--- config.mk ---
export PLATFORM = sky130hd
export DESIGN_NAME = rfae_ram
export DESIGN_NICKNAME = d
export VERILOG_FILES = /design/src/rtl/rfae_ram.sv
export SDC_FILE = /design/constraint.sdc
export NUM_CORES = 2
export LEC_CHECK = 0
export BUFFER_PORTS_ARGS = -buffer_cell sky130_fd_sc_hd__buf_2
export CAP_MARGIN = 10
export CORE_MARGIN = 1
export CORE_UTILIZATION = 55
export DETAILED_ROUTE_END_ITERATION = 8
export PLACE_DENSITY_LB_ADDON = 0.05
export RECOVER_POWER = 25
export SYNTH_ARGS = -nofsm -noshare
export SYNTH_HDL_FRONTEND = slang
export SYNTH_SLANG_ARGS = --single-unit
--- constraint.sdc ---
create_clock -name clock -period 5.6 [get_ports clock]
set_clock_uncertainty 0.05 [all_clocks]
set_input_delay 0.84 -clock clock [delete_from_list [all_inputs] [get_ports clock]]
set_output_delay 0.84 -clock clock [all_outputs]
set_load 0.02 [all_outputs]
--- src/rtl/rfae_ram.sv ---
// Generic single-port-write, single-port-read RAM with registered read data.
// No dependencies.
module rfae_ram #(
   parameter int  WIDTH  = 64,
   parameter int  DEPTH  = 32,
   localparam int ADDR_W = (DEPTH > 1) ? $clog2(DEPTH) : 1
) (
   input  logic              clock,
   input  logic              wr_en,
   input  logic [ADDR_W-1:0] wr_addr,
   input  logic [WIDTH-1:0]  wr_data,
   input  logic [ADDR_W-1:0] rd_addr,
   output logic [WIDTH-1:0]  rd_data
);

   logic [WIDTH-1:0] mem_ff [DEPTH];
   logic [WIDTH-1:0] rd_data_ff;

   always_ff @(posedge clock) begin
      if (wr_en) begin
         mem_ff[wr_addr] <= wr_data;
      end
      rd_data_ff <= mem_ff[rd_addr];
   end

   assign rd_data = rd_data_ff;

endmodule

==> results.md <==
* Outcome: completed
* Post-route cell area at between 80000 and 90000 um^2
* Peak supply drop at between 300 and 400 uV
* Core area at between 100000 and 150000 um^2
* # fillers at ~9400
* Slowest CP cell: nor2_4
* Area delta synth->final at 13.52%
* Crit path largest cell delay at 1090 ps
* Horiz. Die Dim at 380.9 um
* Async SR Flop Fraction at 0%
* Synthesized netlist cell count at around 3100
* Die area at between 100000 and 150000 um^2
* Row count at ~140
* Minimum clock period at ~2800 ps
* Vias in the first global route at 36860
* Vias at ~35000
* Max Fclk at 354.3 MHz
* Worst Tran Pin Value at roughly 1300 ps
* Post-synthesis cell area at slightly below 80000 um^2
* CTS Hold Bufs at 0
* DRT iter0 DRCs at approximately 4300
* Relative slew slack at between 10 and 15%
* Clk root buf: clkbuf_16
* Antenna violations before repair at 14
* Synthesis Warnings at 0
* Buf+Inv Stages, Crit Path at 2
* HPWL after DPL at roughly 95 mm
* Slew Limit Fails at 0
* # setup viols final at 0
* Fin Setup TNS at 0 ps
* CTS max path bufs at 3
* Largest net degree at the start of global routing at 80
* EDFF count, synth at between 2000 and 2500
* Mean Syn Cell Area at between 20 and 30 um^2
* Die H at around 380 um
* Final Cycle Share at 50.40%
* Gr ovfl total at 0
* Netlist cell types at 31
* Worst skew pair latency at 810 ps
* CP max FO at 15
* Share of cells above drive strength 1 at around a third
* Via density at 6.456
* Critical Path End Type: flip-flop
* Worst EP arrival at 3240 ps
* Most common cell after layout, fill and taps aside: edfxtp_1
* Final Hold Viols at 0
* Drt wl/cell at roughly 34 um
* Total CTS buffers at 206
* P per Cell Area at between 300 and 400 nW/um^2
* DRC viols at 0
* Initial Util at about 56%
* Synth Net Count at about 3200
* Ports at 140
* GRT Util Overall at a little over a quarter
* Setup bufs post-CTS at 0
* First-pass GRT wire length at ~270 mm
* CTS sink cnt at between 2000 and 2500
* H-tree depth at 4
* Number of max-cap violations at 0
* Synth Flop Type: edfxtp_1
* Leakage at between 20 and 30 nW
* Most frequent cells in the layout: edfxtp_1, mux4_2, clkbuf_16, clkbuf_1, buf_2
* Post-synthesis sequential area ratio at between 70 and 80%
* Nets@finish at approximately 3500
* Clock transition at path regs at about 60 ps
* CP Class: primary input to flip-flop
* Post-Route WL at between 150 and 200 mm
* Worst Path Required at about 6000 ps
* CP top delay family: simple AND/OR/NAND/NOR gates
* Number of synthesized register bits at about 2100
* Worst Hold Class: primary input to flip-flop
* RSZ-0062 raised after global routing: no
* Post-DP Area at between 80000 and 90000 um^2
* Post-CTS sizing at 0
* Drt first pass iters at 7
* CTS tree: done
* Port bufs at approximately 140
* Antenna-violating nets left at 0
* Crit path cell chain: buf_2, nand3b_1, nor2_4, buf_4
* Routability cong. at approximately 0.75
* Critical Path Start Type: primary input
==> where the power goes <==
part	switching, mW	internal, mW
Sequential	0.0886	17.6
Combinational	0.904	0.668
Clock	5.67	7.90
==> stage by stage <==
stage | total power [mW] | util [%] | cells | hold slack, ps | worst slack [ps]
2_1_floorplan | 18.93 | - | 3097 | 671.8 | 887.8
3_3_place_gp | 19.54 | 58.46 | 5085 | 769.7 | 1913
3_5_place_dp | 19.60 | 58.46 | 5085 | 732.7 | 1933
4_1_cts | 33.05 | 63.17 | 5474 | 387.6 | 2813
5_1_grt | 33.72 | 63.15 | 5476 | 479.5 | 2608
6_report | 32.81 | 63.16 | 5480 | 472.5 | 2778
==> kinds of logic (layout without fill, tap and decap cells) <==
group           count (synthesis)  in the layout  share of synthesized area (%)
mux                           714            714                          18.71
buf+inv                       157            645                         0.9444
other cells                     0              5                              0
flops                        2112           2112                          79.50
simple gates                   64             64                         0.3787
compound gates                 50             50                         0.4659
==> area by class of cell <==
class,instances,area (um^2),area share (%)
clock inverters,72,646.9,0.7216
clock buffers,317,6033,6.730
diodes,5,12.51,0.01396
inverters,1,3.754,0.004187
well taps,1890,2365,2.638
multi-input cells,828,15680,17.49
repair buffers,255,2122,2.367
flip-flops and latches,2112,62780,70.03
==> flip-flops by register name, indices dropped and copies added (netlist names) <==
name,flops
mem_ff,2048
rd_data,64
==> layer usage <==
metal | up-vias | track usage [%] | routed length [um]
met1 | 19610 | 38.33 | 77790
li1 | 14120 | - | -
met3 | 279 | 5.278 | 13960
met5 | - | 0 | 117
met2 | 1345 | 42.41 | 93590
met4 | 16 | 6.262 | 3536
==> worst register-to-register path, stage by stage, from the launching register on <==
cell and delay (ps):
edfxtp_1 420, mux4_2 510, mux4_2 510, mux2_2 290
==> worst paths after layout <==
path	startpoint	to	slack, ps	cells after the start
min reg2reg	mem_ff[5][34]$_DFFE_PP_	rd_data[34]$_DFF_P_	760	3
min	wr_data[30]	mem_ff[14][30]$_DFFE_PP_	470	1
max	wr_addr[0]	mem_ff[22][63]$_DFFE_PP_	2780	4
max reg2reg	mem_ff[27][54]$_DFFE_PP_	rd_data[54]$_DFF_P_	3710	3
==> cell usage after synthesis (all sizes together) (3+ instances only) <==
cell type  number  area share [%]
o221ai          3           0.033
nand3b          5           0.048
o22ai          10           0.079
buf           101            0.68
nor2           41            0.19
nor2b           4           0.032
mux2i          38            0.48
a22oi           3           0.029
mux4          602              17
dfxtp          64             1.6
nand2           3           0.014
a221oi         12            0.13
o21ai           9           0.057
o211ai          3           0.029
mux2           74             1.1
and2            4           0.032
o31a            3           0.033
o2bb2ai         3           0.033
a211oi          3           0.029
edfxtp       2048              78
clkbuf         55            0.26
No activity file was read; power rests on OpenSTA's default activity.
