File: config.mk
export PLATFORM = sky130hd
export DESIGN_NAME = rfae_alu
export DESIGN_NICKNAME = d
export VERILOG_FILES = /design/src/rtl/rfae_pkg.sv /design/src/rtl/rfae_alu.sv
export SDC_FILE = /design/constraint.sdc
export NUM_CORES = 1
export LEC_CHECK = 0
export BUFFER_PORTS_ARGS = -buffer_cell sky130_fd_sc_hd__buf_2
export CAP_MARGIN = 20
export CORE_ASPECT_RATIO = 2
export CORE_MARGIN = 4
export CORE_UTILIZATION = 37
export DETAILED_ROUTE_END_ITERATION = 7
export PLACE_DENSITY = 0.55
export SETUP_SLACK_MARGIN = 0.4
export SYNTH_ARGS = -nofsm -noshare
export SYNTH_HDL_FRONTEND = slang
export SYNTH_SLANG_ARGS = --single-unit
export TNS_END_PERCENT = 5
File: constraint.sdc
create_clock -name vclk -period 6.4
set_input_delay 0.64 -clock vclk [all_inputs]
set_output_delay 0.64 -clock vclk [all_outputs]
set_load 0.03 [all_outputs]
File: src/rtl/rfae_pkg.sv
// Shared types, constants and helpers for the register-file execute block.
// No dependencies; every other file of the block but rfae_ram refers to it by scoped names.
package rfae_pkg;

   localparam int NUM_REGS  = 32;
   localparam int REG_IDX_W = (NUM_REGS > 1) ? $clog2(NUM_REGS) : 1;
   localparam int DATA_W    = 64;
   localparam int HALF_W    = DATA_W / 2;
   localparam int OP_W      = 4;
   localparam int IDX_W     = 5;

   typedef enum logic [OP_W-1:0] {
      OP_ADD,
      OP_SUB,
      OP_SHL,
      OP_GT,
      OP_GE,
      OP_LT,
      OP_NE,
      OP_OR,
      OP_AND,
      OP_SELEV,
      OP_MUL,
      OP_MULADD,
      OP_MOV,
      OP_SELECT
   } op_type;

   typedef enum logic [1:0] {
      EXE_IDLE,
      EXE_READ,
      EXE_MUL
   } exe_state_type;

   typedef enum logic [2:0] {
      MUL_IDLE,
      MUL_LL,
      MUL_LH,
      MUL_HL,
      MUL_SUM,
      MUL_DONE
   } mul_state_type;

   typedef struct packed {
      logic              start;
      logic [DATA_W-1:0] x;
      logic [DATA_W-1:0] y;
      logic [DATA_W-1:0] addend;
   } mul_req_type;

   typedef struct packed {
      logic              defined;
      logic [DATA_W-1:0] value;
   } alu_result_type;

   // Register index folded into the file: small constant table over the field codes.
   function automatic logic [REG_IDX_W-1:0] reg_index(input logic [IDX_W-1:0] raw);
      logic [REG_IDX_W-1:0] idx;
      idx = '0;
      for (int i = 0; i < (1 << IDX_W); i++) begin
         if (raw == IDX_W'(i)) begin
            idx = REG_IDX_W'(i % NUM_REGS);
         end
      end
      return idx;
   endfunction

endpackage

File: src/rtl/rfae_alu.sv
// Combinational operations of the execute block (everything but the multiplies).
// Depends on rfae_pkg.
module rfae_alu (
   input  rfae_pkg::op_type                op,
   input  logic [rfae_pkg::DATA_W-1:0]     operand_a,
   input  logic [rfae_pkg::DATA_W-1:0]     operand_b,
   input  logic [rfae_pkg::DATA_W-1:0]     rs,
   output rfae_pkg::alu_result_type        result
);

   logic a_gt_b;
   logic b_gt_a;

   assign a_gt_b = $signed(operand_a) > $signed(operand_b);
   assign b_gt_a = $signed(operand_b) > $signed(operand_a);

   always_comb begin
      result.defined = 1'b1;
      result.value   = '0;
      unique case (op) inside
         rfae_pkg::OP_ADD:    result.value = operand_a + operand_b;
         rfae_pkg::OP_SUB:    result.value = operand_a - operand_b;
         rfae_pkg::OP_SHL:    result.value = rs << operand_b[5:0];
         rfae_pkg::OP_GT:     result.value = rfae_pkg::DATA_W'(a_gt_b);
         rfae_pkg::OP_GE:     result.value = rfae_pkg::DATA_W'(!b_gt_a);
         rfae_pkg::OP_LT:     result.value = rfae_pkg::DATA_W'(b_gt_a);
         rfae_pkg::OP_NE:     result.value = rfae_pkg::DATA_W'(operand_a != operand_b);
         rfae_pkg::OP_OR:     result.value = operand_a | operand_b;
         rfae_pkg::OP_AND:    result.value = operand_a & operand_b;
         rfae_pkg::OP_SELEV:  result.value = rs[0] ? operand_b : operand_a;
         rfae_pkg::OP_MOV:    result.value = operand_a;
         rfae_pkg::OP_SELECT: result.value = (rs != '0) ? operand_a : operand_b;
         rfae_pkg::OP_MUL, rfae_pkg::OP_MULADD: result.value = '0; // multiplier unit
         default:             result.defined = 1'b0;
      endcase
   end

endmodule

==> flow_summary.yaml <==
global_route:
  overflow: 0
  grt_pass1_wl_mm: 128
  grt_max_degree: 70
  grt_usage_pct: 34.5
  grt_pass1_vias: 20400
  antenna_found_initial: 9
clock_network:
  post_cts_buffers: 0
  cts_resized: 0
  hold_buffers: 0
floorplanning:
  rows: 109
  fp.dieArea_um2: 48300
  core_um2: 44200
  start_util_pct: 37.4
  die_h_um: 307
  die_x_um: 157
  ios: 261
synth:
  yosysSeqAreaShare_pct: 0
  yosysMostFrequentCell: "ha_1"
  synth_top_area_cell: "ha_1"
  syn_nets: 2927
  synthCells: 2467
  ys_types: 89
  syn_area_um2: 16500
  synth_warnings: 0
  synthTopCellsByArea: "ha_1, a21oi_1, mux4_2"
  avgSynthCellArea_um2: 6.69
  yosys-top-cells-count: "ha_1, a21oi_1, nand2_1, nor2_1, inv_1"
  synth_top_area_share_pct: 19.9
sta:
  timing.final.crit_share_pct: 85.9
  hold_ws_ns: 1.72
  layout_setup_ws_ns: 0.903
  fmax_ghz: 0.182
  finalMaxSlewViolations: 0
  fin_setup_tns_ns: 0
  tightest_slew_ns: 1.28
  max_slew_margin_pct: 14.2
  hold_viol_final: 0
  rsz0062_at_grt: "no"
  fin_crit_ns: 5.50
  setup_viol: 0
final_layout:
  regArea_um2: 0
  post-route-util_pct: 41.2
  area_delta_synth_final_pct: 10.4
  nFillCells: 4852
  num-clock-buffers: 0
  multi_input_area_um2: 15100
  drive_gt1_share_pct: 15.8
  nFlopsAndLatches: 0
  fin_nets: 3068
hold_path:
  whs_path_depth: 4
  worstHoldStart: "operand_b[13]"
  hp-class: "input port to output pin"
detailed_routing:
  via_count: 20500
  vias_per_cell: 6.47
  remaining_drc_errors: 0
  post_drt_wl_per_cell_um: 27.7
  first_iter_violations: 1683
  postRouteAntennaNets: 0
  totalWireLength_mm: 87.8
  dr.pass1.iters: 8
run:
  maxCapViolCount: 0
pwr:
  power.density_nw_per_um2: 101
  ir_worst_vdd_mv: 0.109
  p_leak_uw: 0.00832
placement:
  pre_cts_ws_ns: 1.06
  gp_congestion: 1.03
  hpwl_mm: 73.4
  numPortBuffers: 261
critical_path:
  crit_path_max_fanout: 44
  crit_chain: "buf_2, buf_4, ha_1, o211ai_1, o21ai_1, o21ai_0, a2111oi_0, buf_4, or3_1, a31oi_1, o21bai_1, a31oi_1, o21ai_0, xnor2_1, o221ai_1, buf_2"
  path_depth: 16
  critPathCapture: "result[43]"
  crit_slowest_cell: "a2111oi_0"
  cp-start-kind: "input port"
  crit_path_end_kind: "output pin"
  path_buf_inv: 4
  cp-startpoint: "operand_b[2]"
  crit_path_max_incr_delay_ns: 0.69
  criticalPathCategory: "input port to output pin"
  worstPathArrival_ns: 4.86
  crit_family: "compound AO/OA/AOI/OAI gates"
  cp.required_ns: 5.76
run_status:
  outcome: "finished, final reports clean"
placed cells by master (no fill, tap or decap), types with 45 or more instances in the layout:
master / count
mux2i_1: 65
ha_1: 262
a21oi_1: 260
nor2_1: 217
xnor2_1: 56
nor3_1: 46
buf_2: 259
inv_1: 202
nor4_1: 45
buf_4: 46
a221oi_1: 55
nand2_1: 253
o21bai_1: 45
o21ai_0: 193
layer usage:
| metal | part of all wire [%] | up-vias | GRT usage (%) | routed length [um] |
|---|---|---|---|---|
| li1 | - | 9381 | - | - |
| met1 | 34 | 9778 | 36.3 | 30000 |
| met2 | 50 | 1031 | 62.2 | 44100 |
| met3 | 6.0 | 310 | 3.76 | 5240 |
| met4 | 9.6 | 4 | 25.2 | 8390 |
| met5 | 0.028 | - | 0 | 25 |
per-stage QoR:
stage	total power, uW	std cells	cell area, um^2
after global routing	1950	3165	18200
after detailed placement	1790	3161	18200
final	1830	3170	18200
after floorplan	1130	2467	16500
after global placement	1790	3160	18200
after CTS	1800	3161	18200
kinds of logic after synthesis:
family,count (synthesis),synth area share [%]
compound gates,890,35.5
simple gates,749,21.1
buf+inv,378,9.04
mux,125,11.0
fa+ha+maj,264,20.1
xor+xnor,61,3.24
where the power goes:
part           internal, uW  leakage [uW]  total, uW  switching, uW
sequential                0             0          0              0
clock              0.000193  0.0000000561   0.000193              0
combinational           597       0.00832       1830           1240
total                   597       0.00832       1830           1240
worst min path at each step:
stage	end
after floorplan	result[6]
after global placement	result[13]
after detailed placement	result[64]
after CTS	result[64]
after global routing	result[64]
final	result[13]
area by class of cell:
cell class	count	share of cell area, %
Antenna cell	9	0.124
Inverter	211	4.35
Multi-Input combinational cell	2089	82.6
Tap cell	555	3.81
Timing Repair Buffer	306	9.07
Power figures use the tool's default switching activity.
